<file path="src/hw/rtl/tlbpt_pkg.sv">
// Shared types, constants and a helper function for the TLB address translator.
package tlbpt_pkg;

  localparam int VA_W  = 16;
  localparam int CNT_W = 32;

  typedef enum logic [1:0] {
    ST_CLEAR,
    ST_IDLE,
    ST_LOOK,
    ST_RESOLVE
  } state_t;

  typedef logic [CNT_W-1:0] count_t;

  function automatic count_t sat_inc(input count_t v);
    return (&v) ? v : v + count_t'(1);
  endfunction

endpackage

</file>
<file path="src/hw/rtl/tlbpt_if.sv">
// Valid/ready channel interfaces for the translator input and result transactions.
interface tlbpt_in_if;
  logic                       valid;
  logic                       ready;
  logic [tlbpt_pkg::VA_W-1:0] virtual_address;

  modport source (output valid, output virtual_address, input ready);
  modport sink   (input valid, input virtual_address, output ready);
endinterface

interface tlbpt_out_if;
  logic                        valid;
  logic                        ready;
  logic [tlbpt_pkg::VA_W-1:0]  physical_address;
  logic                        tlb_hit;
  logic                        page_fault;
  logic [tlbpt_pkg::CNT_W-1:0] access_count;
  logic [tlbpt_pkg::CNT_W-1:0] tlb_miss_count;
  logic [tlbpt_pkg::CNT_W-1:0] fault_count;

  modport source (output valid, output physical_address, output tlb_hit, output page_fault,
                  output access_count, output tlb_miss_count, output fault_count,
                  input ready);
  modport sink   (input valid, input physical_address, input tlb_hit, input page_fault,
                  input access_count, input tlb_miss_count, input fault_count,
                  output ready);
endinterface

</file>
<file path="src/hw/rtl/tlb_page_table_translate_core.sv">
// Top level: address translator with a shifting FIFO TLB cell chain and a page table memory.
// Result path: the accepted page is registered, looked up in the TLB cells and page table
// (lookup), then resolved into the result register; a new input is taken only back in idle.
// Resolve holds while the result register is still full.
// Reset: clears TLB valid bits and counters, then sweeps all PAGE_COUNT page table entries
// (256 by default); in_chan.ready stays low until the sweep has ended.
module tlb_page_table_translate_core #(
  parameter int TLB_ENTRIES = 16,
  parameter int PAGE_COUNT  = 256,
  parameter int OFFSET_BITS = 8
) (
  input  logic          clk,
  input  logic          rst_n,
  tlbpt_in_if.sink      in_chan,
  tlbpt_out_if.source   out_chan
);

  import tlbpt_pkg::*;

  localparam int PAGE_W    = $clog2(PAGE_COUNT);
  localparam int VPN_W     = (OFFSET_BITS < VA_W) ? VA_W - OFFSET_BITS : 1;
  localparam int MOD_W     = VPN_W + 1;
  localparam int MOD_STEPS = (VPN_W >= PAGE_W) ? VPN_W - PAGE_W + 1 : 0;

  state_t state_r, state_nxt;

  logic [VPN_W-1:0]       vpn;
  logic [MOD_W-1:0]       mod_rem;
  logic [PAGE_W-1:0]      page_r;
  logic [OFFSET_BITS-1:0] offset_r;

  logic              cell_valid     [TLB_ENTRIES+1];
  logic [PAGE_W-1:0] cell_tag       [TLB_ENTRIES+1];
  logic [PAGE_W-1:0] cell_frame     [TLB_ENTRIES+1];
  logic [PAGE_W-1:0] cell_hit_frame [TLB_ENTRIES];
  logic [TLB_ENTRIES-1:0] hit_vec;

  logic              hit_any;
  logic [PAGE_W-1:0] hit_frame;
  logic              pt_rd_valid;
  logic [PAGE_W-1:0] pt_rd_frame;
  logic              pt_wr_en;
  logic              pt_clr_busy;
  logic [PAGE_W-1:0] fill_frame;
  logic [PAGE_W-1:0] res_frame;
  logic              fault;
  logic              shift_en;

  logic   in_ready;
  logic   out_free;
  logic   fire;
  count_t acc_r, miss_r, fault_r;
  count_t acc_nxt, miss_nxt, fault_nxt;

  logic              out_valid_r;
  logic [VA_W-1:0]   out_pa_r;
  logic              out_hit_r;
  logic              out_fault_r;
  count_t            out_acc_r, out_miss_r, out_fault_cnt_r;

  // page number reduction modulo PAGE_COUNT by compare-subtract of shifted constants
  assign vpn = VPN_W'(in_chan.virtual_address >> OFFSET_BITS);

  always_comb begin
    mod_rem = {1'b0, vpn};
    for (int j = MOD_STEPS - 1; j >= 0; j--) begin
      if (mod_rem >= MOD_W'(PAGE_COUNT << j)) begin
        mod_rem = mod_rem - MOD_W'(PAGE_COUNT << j);
      end
    end
  end

  // next state
  always_comb begin
    state_nxt = state_r;
    unique case (state_r)
      ST_CLEAR:   if (!pt_clr_busy) state_nxt = ST_IDLE;
      ST_IDLE:    if (in_chan.valid) state_nxt = ST_LOOK;
      ST_LOOK:    state_nxt = ST_RESOLVE;
      ST_RESOLVE: if (out_free) state_nxt = ST_IDLE;
      default:    state_nxt = ST_CLEAR;
    endcase
  end

  // state outputs
  always_comb begin
    in_ready = 1'b0;
    fire     = 1'b0;
    unique case (state_r)
      ST_CLEAR:   ;
      ST_IDLE:    in_ready = 1'b1;
      ST_LOOK:    ;
      ST_RESOLVE: fire = out_free;
      default:    ;
    endcase
  end

  assign out_free      = !out_valid_r || out_chan.ready;
  assign in_chan.ready = in_ready;

  always_ff @(posedge clk) begin
    if (!rst_n) begin
      state_r <= ST_CLEAR;
    end else begin
      state_r <= state_nxt;
    end
  end

  always_ff @(posedge clk) begin
    if (in_chan.valid && in_ready) begin
      page_r   <= PAGE_W'(mod_rem);
      offset_r <= in_chan.virtual_address[OFFSET_BITS-1:0];
    end
  end

  // cell chain: new entries enter at the head, the oldest drops off the tail
  assign cell_valid[0] = 1'b1;
  assign cell_tag[0]   = page_r;
  assign cell_frame[0] = fill_frame;

  for (genvar g = 0; g < TLB_ENTRIES; g++) begin : g_cell
    tlbpt_cell #(
      .PAGE_W(PAGE_W)
    ) u_cell (
      .clk        (clk),
      .rst_n      (rst_n),
      .shift_en   (shift_en),
      .prev_valid (cell_valid[g]),
      .prev_tag   (cell_tag[g]),
      .prev_frame (cell_frame[g]),
      .look_page  (page_r),
      .valid      (cell_valid[g+1]),
      .tag        (cell_tag[g+1]),
      .frame      (cell_frame[g+1]),
      .hit        (hit_vec[g]),
      .hit_frame  (cell_hit_frame[g])
    );
  end

  always_comb begin
    hit_frame = '0;
    for (int k = 0; k < TLB_ENTRIES; k++) begin
      hit_frame = hit_frame | cell_hit_frame[k];
    end
  end

  assign hit_any = |hit_vec;

  tlbpt_page_table #(
    .PAGE_COUNT (PAGE_COUNT),
    .PAGE_W     (PAGE_W)
  ) u_page_table (
    .clk      (clk),
    .rst_n    (rst_n),
    .rd_addr  (page_r),
    .rd_valid (pt_rd_valid),
    .rd_frame (pt_rd_frame),
    .wr_en    (pt_wr_en),
    .wr_addr  (page_r),
    .wr_frame (page_r),
    .clr_busy (pt_clr_busy)
  );

  always_comb begin
    fault      = !hit_any && !pt_rd_valid;
    fill_frame = pt_rd_valid ? pt_rd_frame : page_r;
    res_frame  = hit_any ? hit_frame : fill_frame;
    shift_en   = fire && !hit_any;
    pt_wr_en   = fire && fault;
    acc_nxt    = sat_inc(acc_r);
    miss_nxt   = hit_any ? miss_r : sat_inc(miss_r);
    fault_nxt  = fault ? sat_inc(fault_r) : fault_r;
  end

  always_ff @(posedge clk) begin
    if (!rst_n) begin
      acc_r       <= '0;
      miss_r      <= '0;
      fault_r     <= '0;
      out_valid_r <= 1'b0;
    end else if (fire) begin
      acc_r       <= acc_nxt;
      miss_r      <= miss_nxt;
      fault_r     <= fault_nxt;
      out_valid_r <= 1'b1;
    end else if (out_chan.ready) begin
      out_valid_r <= 1'b0;
    end
  end

  always_ff @(posedge clk) begin
    if (fire) begin
      out_pa_r        <= VA_W'({res_frame, offset_r});
      out_hit_r       <= hit_any;
      out_fault_r     <= fault;
      out_acc_r       <= acc_nxt;
      out_miss_r      <= miss_nxt;
      out_fault_cnt_r <= fault_nxt;
    end
  end

  assign out_chan.valid            = out_valid_r;
  assign out_chan.physical_address = out_pa_r;
  assign out_chan.tlb_hit          = out_hit_r;
  assign out_chan.page_fault       = out_fault_r;
  assign out_chan.access_count     = out_acc_r;
  assign out_chan.tlb_miss_count   = out_miss_r;
  assign out_chan.fault_count      = out_fault_cnt_r;

`ifndef SYNTHESIS
  a_single_hit: assert property (@(posedge clk) disable iff (!rst_n)
    (state_r == ST_RESOLVE) |-> $onehot0(hit_vec))
    else $error("more than one TLB cell matched the page");

  a_no_accept_in_clear: assert property (@(posedge clk) disable iff (!rst_n)
    pt_clr_busy |-> !in_chan.ready)
    else $error("input accepted during page table sweep");

  a_fault_only_on_miss: assert property (@(posedge clk) disable iff (!rst_n)
    out_chan.valid |-> !(out_chan.tlb_hit && out_chan.page_fault))
    else $error("fault reported on a TLB hit");

  a_count_order: assert property (@(posedge clk) disable iff (!rst_n)
    out_chan.valid |-> (out_chan.access_count >= out_chan.tlb_miss_count) &&
                       (out_chan.tlb_miss_count >= out_chan.fault_count))
    else $error("counter ordering broken");

  a_fill_on_miss: assert property (@(posedge clk) disable iff (!rst_n)
    shift_en |=> cell_valid[1] && (cell_tag[1] == $past(page_r)))
    else $error("TLB head cell not filled after miss");
`endif

endmodule

</file>
<file path="src/hw/rtl/tlbpt_cell.sv">
// One TLB entry cell: holds an entry, shifts it to the next cell on fill, matches a page.
module tlbpt_cell #(
  parameter int PAGE_W = 8
) (
  input  logic              clk,
  input  logic              rst_n,
  input  logic              shift_en,
  input  logic              prev_valid,
  input  logic [PAGE_W-1:0] prev_tag,
  input  logic [PAGE_W-1:0] prev_frame,
  input  logic [PAGE_W-1:0] look_page,
  output logic              valid,
  output logic [PAGE_W-1:0] tag,
  output logic [PAGE_W-1:0] frame,
  output logic              hit,
  output logic [PAGE_W-1:0] hit_frame
);

  logic              valid_r;
  logic [PAGE_W-1:0] tag_r;
  logic [PAGE_W-1:0] frame_r;
  logic              hit_r;
  logic [PAGE_W-1:0] hit_frame_r;
  logic              match;

  assign match = valid_r && (tag_r == look_page);

  always_ff @(posedge clk) begin
    if (!rst_n) begin
      valid_r <= 1'b0;
      hit_r   <= 1'b0;
    end else begin
      hit_r <= match;
      if (shift_en) begin
        valid_r <= prev_valid;
      end
    end
  end

  always_ff @(posedge clk) begin
    hit_frame_r <= match ? frame_r : '0;
    if (shift_en) begin
      tag_r   <= prev_tag;
      frame_r <= prev_frame;
    end
  end

  assign valid     = valid_r;
  assign tag       = tag_r;
  assign frame     = frame_r;
  assign hit       = hit_r;
  assign hit_frame = hit_frame_r;

endmodule

</file>
<file path="src/hw/rtl/tlbpt_page_table.sv">
// Page table memory of valid bit and frame per page, with a clearing sweep after reset.
module tlbpt_page_table #(
  parameter int PAGE_COUNT = 256,
  parameter int PAGE_W     = 8
) (
  input  logic              clk,
  input  logic              rst_n,
  input  logic [PAGE_W-1:0] rd_addr,
  output logic              rd_valid,
  output logic [PAGE_W-1:0] rd_frame,
  input  logic              wr_en,
  input  logic [PAGE_W-1:0] wr_addr,
  input  logic [PAGE_W-1:0] wr_frame,
  output logic              clr_busy
);

  logic [PAGE_W:0]   mem [PAGE_COUNT];
  logic [PAGE_W:0]   rd_data_r;
  logic              clr_busy_r;
  logic [PAGE_W-1:0] clr_idx_r;
  logic              mem_we;
  logic [PAGE_W-1:0] mem_waddr;
  logic [PAGE_W:0]   mem_wdata;

  always_ff @(posedge clk) begin
    if (!rst_n) begin
      clr_busy_r <= 1'b1;
      clr_idx_r  <= '0;
    end else if (clr_busy_r) begin
      clr_idx_r <= clr_idx_r + 1'b1;
      if (clr_idx_r == PAGE_W'(PAGE_COUNT - 1)) begin
        clr_busy_r <= 1'b0;
      end
    end
  end

  always_comb begin
    mem_we    = clr_busy_r || wr_en;
    mem_waddr = clr_busy_r ? clr_idx_r : wr_addr;
    mem_wdata = clr_busy_r ? '0 : {1'b1, wr_frame};
  end

  always_ff @(posedge clk) begin
    if (mem_we) begin
      mem[mem_waddr] <= mem_wdata;
    end
  end

  always_ff @(posedge clk) begin
    rd_data_r <= mem[rd_addr];
  end

  assign rd_valid = rd_data_r[PAGE_W];
  assign rd_frame = rd_data_r[PAGE_W-1:0];
  assign clr_busy = clr_busy_r;

endmodule

</file>
<file path="src/flat_wrapper.sv">
// flat-port wrapper written by rule: the top's interface ports become plain ports
module tlb_page_table_translate_core_flat import tlbpt_pkg::*;
#(
  parameter int TLB_ENTRIES = 16,
  parameter int PAGE_COUNT  = 256,
  parameter int OFFSET_BITS = 8
)
  (clk, rst_n, in_chan_valid, in_chan_virtual_address, in_chan_ready, out_chan_valid, out_chan_physical_address, out_chan_tlb_hit, out_chan_page_fault, out_chan_access_count, out_chan_tlb_miss_count, out_chan_fault_count, out_chan_ready);
  tlbpt_in_if in_chan_i ();
  tlbpt_out_if out_chan_i ();
  input  logic clk;
  input  logic rst_n;
  input wire logic [$bits(in_chan_i.valid)-1:0] in_chan_valid;
  input wire logic [$bits(in_chan_i.virtual_address)-1:0] in_chan_virtual_address;
  output wire logic [$bits(in_chan_i.ready)-1:0] in_chan_ready;
  output wire logic [$bits(out_chan_i.valid)-1:0] out_chan_valid;
  output wire logic [$bits(out_chan_i.physical_address)-1:0] out_chan_physical_address;
  output wire logic [$bits(out_chan_i.tlb_hit)-1:0] out_chan_tlb_hit;
  output wire logic [$bits(out_chan_i.page_fault)-1:0] out_chan_page_fault;
  output wire logic [$bits(out_chan_i.access_count)-1:0] out_chan_access_count;
  output wire logic [$bits(out_chan_i.tlb_miss_count)-1:0] out_chan_tlb_miss_count;
  output wire logic [$bits(out_chan_i.fault_count)-1:0] out_chan_fault_count;
  input wire logic [$bits(out_chan_i.ready)-1:0] out_chan_ready;
  assign in_chan_i.valid = in_chan_valid;
  assign in_chan_i.virtual_address = in_chan_virtual_address;
  assign in_chan_ready = in_chan_i.ready;
  assign out_chan_valid = out_chan_i.valid;
  assign out_chan_physical_address = out_chan_i.physical_address;
  assign out_chan_tlb_hit = out_chan_i.tlb_hit;
  assign out_chan_page_fault = out_chan_i.page_fault;
  assign out_chan_access_count = out_chan_i.access_count;
  assign out_chan_tlb_miss_count = out_chan_i.tlb_miss_count;
  assign out_chan_fault_count = out_chan_i.fault_count;
  assign out_chan_i.ready = out_chan_ready;
  tlb_page_table_translate_core #(.TLB_ENTRIES(TLB_ENTRIES), .PAGE_COUNT(PAGE_COUNT), .OFFSET_BITS(OFFSET_BITS)) u_core (.clk(clk), .rst_n(rst_n), .in_chan(in_chan_i), .out_chan(out_chan_i));
endmodule
</file>
<file path="config.mk">
export PLATFORM = sky130hd
export DESIGN_NAME = tlb_page_table_translate_core_flat
export DESIGN_NICKNAME = d
export VERILOG_FILES = /design/src/hw/rtl/tlbpt_pkg.sv /design/src/hw/rtl/tlbpt_if.sv /design/src/hw/rtl/tlb_page_table_translate_core.sv /design/src/hw/rtl/tlbpt_cell.sv /design/src/hw/rtl/tlbpt_page_table.sv /design/src/flat_wrapper.sv
export SDC_FILE = /design/constraint.sdc
export NUM_CORES = 2
export LEC_CHECK = 0
export ABC_AREA = 0
export BUFFER_PORTS_ARGS = -buffer_cell sky130_fd_sc_hd__buf_2
export CORE_ASPECT_RATIO = 1.2
export CORE_MARGIN = 4
export CORE_UTILIZATION = 60
export DETAILED_ROUTE_END_ITERATION = 6
export PLACE_DENSITY_LB_ADDON = 0.1
export SKIP_LAST_GASP = 1
export SLEW_MARGIN = 10
export SYNTH_ARGS = -nofsm -noshare
export SYNTH_HDL_FRONTEND = slang
export SYNTH_SLANG_ARGS = --single-unit
</file>
<file path="constraint.sdc">
create_clock -name clk -period 11.6 [get_ports clk]
set_input_delay 1.16 -clock clk [delete_from_list [all_inputs] [get_ports clk]]
set_output_delay 1.16 -clock clk [all_outputs]
set_load 0.01 [all_outputs]
</file>
Yosys cells after proc, flatten, opt, wreduce, memory -nomap -nowiden
Memories as Yosys holds them, arrays and structs flattened. A register that Yosys moved wholly into a read port is not among the register bits.
Cells that the tools add are included.
{ "totals": {"ff_bits": 654, "ramBits": 2304, "input_bits": 20, "out_inout_bits": 116, "wordCells": 191, "mem_count": 1} }
{ "memory_table": {"columns": ["name", "depth", "word_bits", "read_ports", "rd_ports_with_merged_regs", "wr", "line", "source"], "rows": [
  ["u_core.u_page_table.mem", 256, 9, 1, 1, 1, "tlbpt_page_table.sv:17", "logic [PAGE_W:0] mem [PAGE_COUNT];"]
]} }
{ "classes": {"n_addsub": 4, "n_eq_ne": 23, "n_mux": 21, "bitwise_logic": 15, "reduce_logical": 32} }
{ "op_table": {"columns": ["op", "count"], "rows": [
  ["two-way mux 32 bit", 5],
  ["equality test 8 bit", 16],
  ["OR 8 bit", 15],
  ["adder 32 x 1 -> 32 bit (second input constant)", 3],
  ["AND reduction 32 bit", 3],
  ["two-way mux 8 bit", 3],
  ["logical AND 1 bit", 20],
  ["OR reduction 16 bit", 1],
  ["two-way mux 9 bit", 1],
  ["adder 8 x 1 -> 8 bit (second input constant)", 1],
  ["equality test 8 bit (second input constant)", 1],
  ["two-way mux 1 bit", 8],
  ["one-hot mux 2 bit (4 select lines)", 1],
  ["two-way mux 2 bit", 3],
  ["equality test 2 bit (second input constant)", 2],
  ["inequality test 2 bit (second input constant)", 2],
  ["logical NOT 1 bit", 3],
  ["AND reduction 3 bit", 1],
  ["equality test 2 x 1 -> 1 bit (second input constant)", 1],
  ["logical NOT 2 bit", 1],
  ["logical OR 1 bit", 2],
  ["inequality test 2 x 1 -> 1 bit (second input constant)", 1],
  ["nonzero test 2 bit", 1]
]} }

Longest topological paths before layout
{ "logic_depth": {"word_depth": 16, "mapped_depth": 12, "ltp_nobuf": 7} }

Cells and area by module
From an unflattened synthesis, not the netlist that was laid out.
{ "hier_totals": {"hier_cells": 6373, "hier_area_um2": 115704.7} }
{ "modules_own_cells": {"columns": ["mod", "n_inst", "cells_per_inst", "area_each_um2", "seq_area_each_um2"], "rows": [
  ["tlbpt_page_table", 1, 4317, 89847.4, 69546.7],
  ["tlbpt_cell", 16, 60, 919.6, 680.7],
  ["tlb_page_table_translate_core", 1, 1096, 11143.2, 5885.6]
]} }

Worst setup path before layout
Ideal clock, no wire load.
{ "synth_path": {"path_kind": "input to register", "startpoint": "in out_chan_ready", "endpoint": "reg u_core.g_cell[0].u_cell.frame_r[0], enable pin", "setup_time_ps": 720, "t_arrival_ps": 8973, "required_ps": 10880, "setup_slack_ps": 1907, "cell_stages": 6, "path_buffers": 1, "path_cell_list": "nand2b_1 -> nand2_1 -> inv_1 -> nand2_1 -> clkinv_1 -> buf_1"} }
{ "synth_between": {"elab_chain_cells": 3} }
{ "synth_lines": {"columns": ["element", "line", "source"], "rows": [
  ["start: declaration", "flat_wrapper.sv:23", "input wire logic [$bits(out_chan_i.ready)-1:0] out_chan_ready;"],
  ["logical OR 1 bit", "tlb_page_table_translate_core.sv:98", "assign out_free = !out_valid_r || out_chan.ready;"],
  ["two-way mux 1 bit", "tlb_page_table_translate_core.sv:89", "unique case (state_r)"],
  ["logical AND 1 bit", "tlb_page_table_translate_core.sv:168", "shift_en = fire && !hit_any;"],
  ["via u_core.g_cell[0].u_cell.shift_en", "tlbpt_cell.sv:7", "input logic shift_en,"],
  ["end signal: assignment", "tlbpt_cell.sv:44", "frame_r <= prev_frame;"],
  ["end: declaration", "tlbpt_cell.sv:21", "logic [PAGE_W-1:0] frame_r;"]
]} }
The timed path passes the listed nets, and every way through them passes these cells.
A chain may end at the register's enable or synchronous reset.

==> flow_summary.yaml <==
die:
  core_um2: 188000
  rows: 174
  ios: 136
  initial_core_util_pct: 60.6
  chipWidth_um: 406
  die_y_um: 485
  dieArea_um2: 197000
timing:
  hold_violations: 0
  period_minus_slack_ns: 5.04
  fin_skew_ns: 0.0513
  rsz0062_at_grt: "no"
  final_max_slew_viol_count: 0
  finalSetupViolations: 0
  worst_pin_slew_ns: 1.31
  fin_setup_tns_ns: 0
  fmax_mhz: 198
  finalCritPeriodShare_pct: 43.5
  slew_headroom_pct: 11.6
critical_path:
  reg2reg_depth: 9
  worstPathArrival_ns: 5.82
  critPathKind: "register to register"
  end_kind: "register"
  critPathMaxFanout: 121
  cp-start-kind: "register"
  cp.required_ns: 12.38
global_route:
  grt_pass1_wl_mm: 397
  grt_use_total_pct: 27.5
  grt_pass1_vias: 58100
  grt_max_degree: 217
  antenna_found_initial: 6
  gr-total-overflow: 0
worst_hold_path:
  min_delay_path_depth: 1
  holdCritPathClass: "primary input to register"
clock_tree:
  post_cts_buffers: 0
  cts-root-buf: "clkbuf_16"
  cts_tree: "done"
  insertion_delay_ns: 0.94
  clk_pin_slew_ns: 0.06
  cts_hold_buffers: 0
  cts_sinks: 2967
  max-clock-path-buffers: 4
  cts_buffers: 298
  htree_levels: 5
  cts_resized: 0
logic_synthesis:
  ys_async_sr_fraction_pct: 0
  synth_flop_cell: "edfxtp_1"
  ys_ff_latch: 2967
  synth_edf_count: 2690
  yosys_warnings: 0
  syn_inst: 6126
  yosysSeqAreaShare_pct: 75.8
  synth_cell_types: 74
  syn-cell-area_um2: 114000
  synth_nets: 6154
  syn_area_per_cell_um2: 18.6
placement:
  gp_congestion: 0.836
  port-buffer-count: 135
  dpl.hpwl_mm: 162
  dp.cells: 8500
routing:
  routedWlPerCell_um: 29.9
  first_pass_iters: 6
  vias: 58400
  vias_per_cell: 6.48
  final_antenna_net_count: 0
  drtIter0Drc: 6709
  wirelength_mm: 270
  drc: 0
power_and_ir_drop:
  fin_total_pwr_mw: 21.7
  p_leak_nw: 46.3
  ir_worst_vdd_uv: 183
  cellPowerDensity_nw_per_um2: 171
cells_and_area:
  drive_gt1_share_pct: 19.0
  multi_input_area_um2: 25900
  regArea_um2: 86300
  stdcell_count: 9015
  finalNetCount: 6364
  fillers: 12300
  syn_to_final_growth_pct: 11.0
outcome:
  status: "completed"
run:
  maxCapViolations: 0
final timing paths:
path	start	to	slack [ns]
setup / recovery	u_core.page_r[1]	u_core.u_page_table.rd_data_r[3]	6.56
hold / removal	in_chan_virtual_address[0]	u_core.offset_r[0]	0.42
setup reg to reg	u_core.page_r[1]	u_core.u_page_table.rd_data_r[3]	6.56
hold reg to reg	u_core.offset_r[1]	u_core.out_chan.physical_address[1]	0.42
stage by stage:
step / hold slack (ns) / setup WS, ns / utilization [%] / cell area [µm²]
4_1_cts: 0.348 / 6.61 / 67.2 / 126000
3_3_place_gp: 0.406 / 6.61 / 62.2 / 117000
5_1_grt: 0.379 / 6.50 / 67.2 / 126000
2_1_floorplan: 0.400 / 1.91 / - / 114000
6_report: 0.415 / 6.56 / 67.2 / 126000
3_5_place_dp: 0.412 / 6.60 / 62.3 / 117000
cells in the mapped netlist (all sizes together) (10+ instances only):
| master | number | area (µm²) |
|---|---|---|
| or2 | 11 | 68.8 |
| nor4 | 96 | 652 |
| dfxtp | 277 | 5550 |
| a22oi | 153 | 1150 |
| a22o | 17 | 149 |
| nand2b | 16 | 100 |
| o31ai | 14 | 115 |
| a211oi | 13 | 97.6 |
| or4 | 10 | 75.1 |
| xnor2 | 130 | 1140 |
| xor2 | 157 | 1380 |
| mux2 | 15 | 169 |
| clkbuf | 173 | 652 |
| nor2 | 420 | 1580 |
| nand4 | 74 | 475 |
| edfxtp | 2690 | 80800 |
| nand2 | 199 | 747 |
| and4 | 12 | 105 |
| nor2b | 16 | 100 |
| inv | 20 | 75.1 |
| buf | 172 | 1120 |
| mux2i | 212 | 2120 |
| o22ai | 34 | 213 |
| mux4 | 481 | 10800 |
| nor3 | 63 | 320 |
| and2 | 163 | 1020 |
| or3 | 20 | 125 |
| a21oi | 152 | 761 |
| o221ai | 50 | 438 |
| o21ai | 49 | 245 |
| a221oi | 27 | 236 |
| and3 | 25 | 156 |
| o32ai | 10 | 95.1 |
| o21a | 11 | 82.6 |
| nand3 | 74 | 375 |
area by class of cell:
cell class                 instances  area share (%)
sequential                      2967            68.3
clock buffer                     371            6.30
tap                             2464            2.44
timing repair buffer             255            1.33
multi-input combinational       2791            20.5
clock inverter                   139            1.07
antenna                            5         0.00989
inverter                          23          0.0861
layout by cell type, fill, tap and decap left out, types with 152 or more instances in the layout:
cell,count
xor2_1,157
and2_1,161
a22oi_1,153
nor2_1,412
mux4_2,481
nand2_1,186
mux2i_1,212
dfxtp_1,276
clkbuf_16,303
a21oi_1,152
edfxtp_1,2690
critical path, cell delays in order (launching register included):
cell	delay (ns)
edfxtp_1	0.32
buf_4	0.61
buf_4	0.72
buf_12	0.51
mux4_2	0.43
a22o_1	0.29
a221oi_1	0.54
o32ai_1	0.23
nor3_1	0.83
nor4b_1	0.10
routing by layer:
layer	part of all wire, %	GRT usage [%]	up-vias
met2	49	44.4	2692
met4	3.9	9.76	4
met3	8.0	4.68	515
li1	-	-	24900
met5	0.010	0	-
met1	39	38.6	30300
sequential cells by signal, summed over array words and instances (netlist names), 32 cells and up:
| name | count |
|---|---|
| u_core.acc_r | 32 |
| u_core.fault_r | 32 |
| u_core.g_cell.u_cell.frame | 128 |
| u_core.g_cell.u_cell.hit_frame | 128 |
| u_core.g_cell.u_cell.tag | 128 |
| u_core.miss_r | 32 |
| u_core.out_chan.access_count | 32 |
| u_core.out_chan.fault_count | 32 |
| u_core.out_chan.tlb_miss_count | 32 |
| u_core.u_page_table.mem | 2304 |
power breakdown:
part,leakage (nW),internal [mW],switching (mW)
Combinational,9.17,0.253,0.555
Sequential,32.5,11.5,0.0227
Clock,4.56,5.42,3.89
Total,46.3,17.2,4.47
cells by family after synthesis:
logic type	synth area share [%]
flip-flops	75.8
buffers and inverters	1.63
XOR/XNOR	2.21
AND/OR/NAND/NOR	5.32
AO/OA/AOI/OAI	3.48
adder cells (fa/ha/maj)	0.0878
multiplexers	11.5
(Power assumes the default switching activity.)
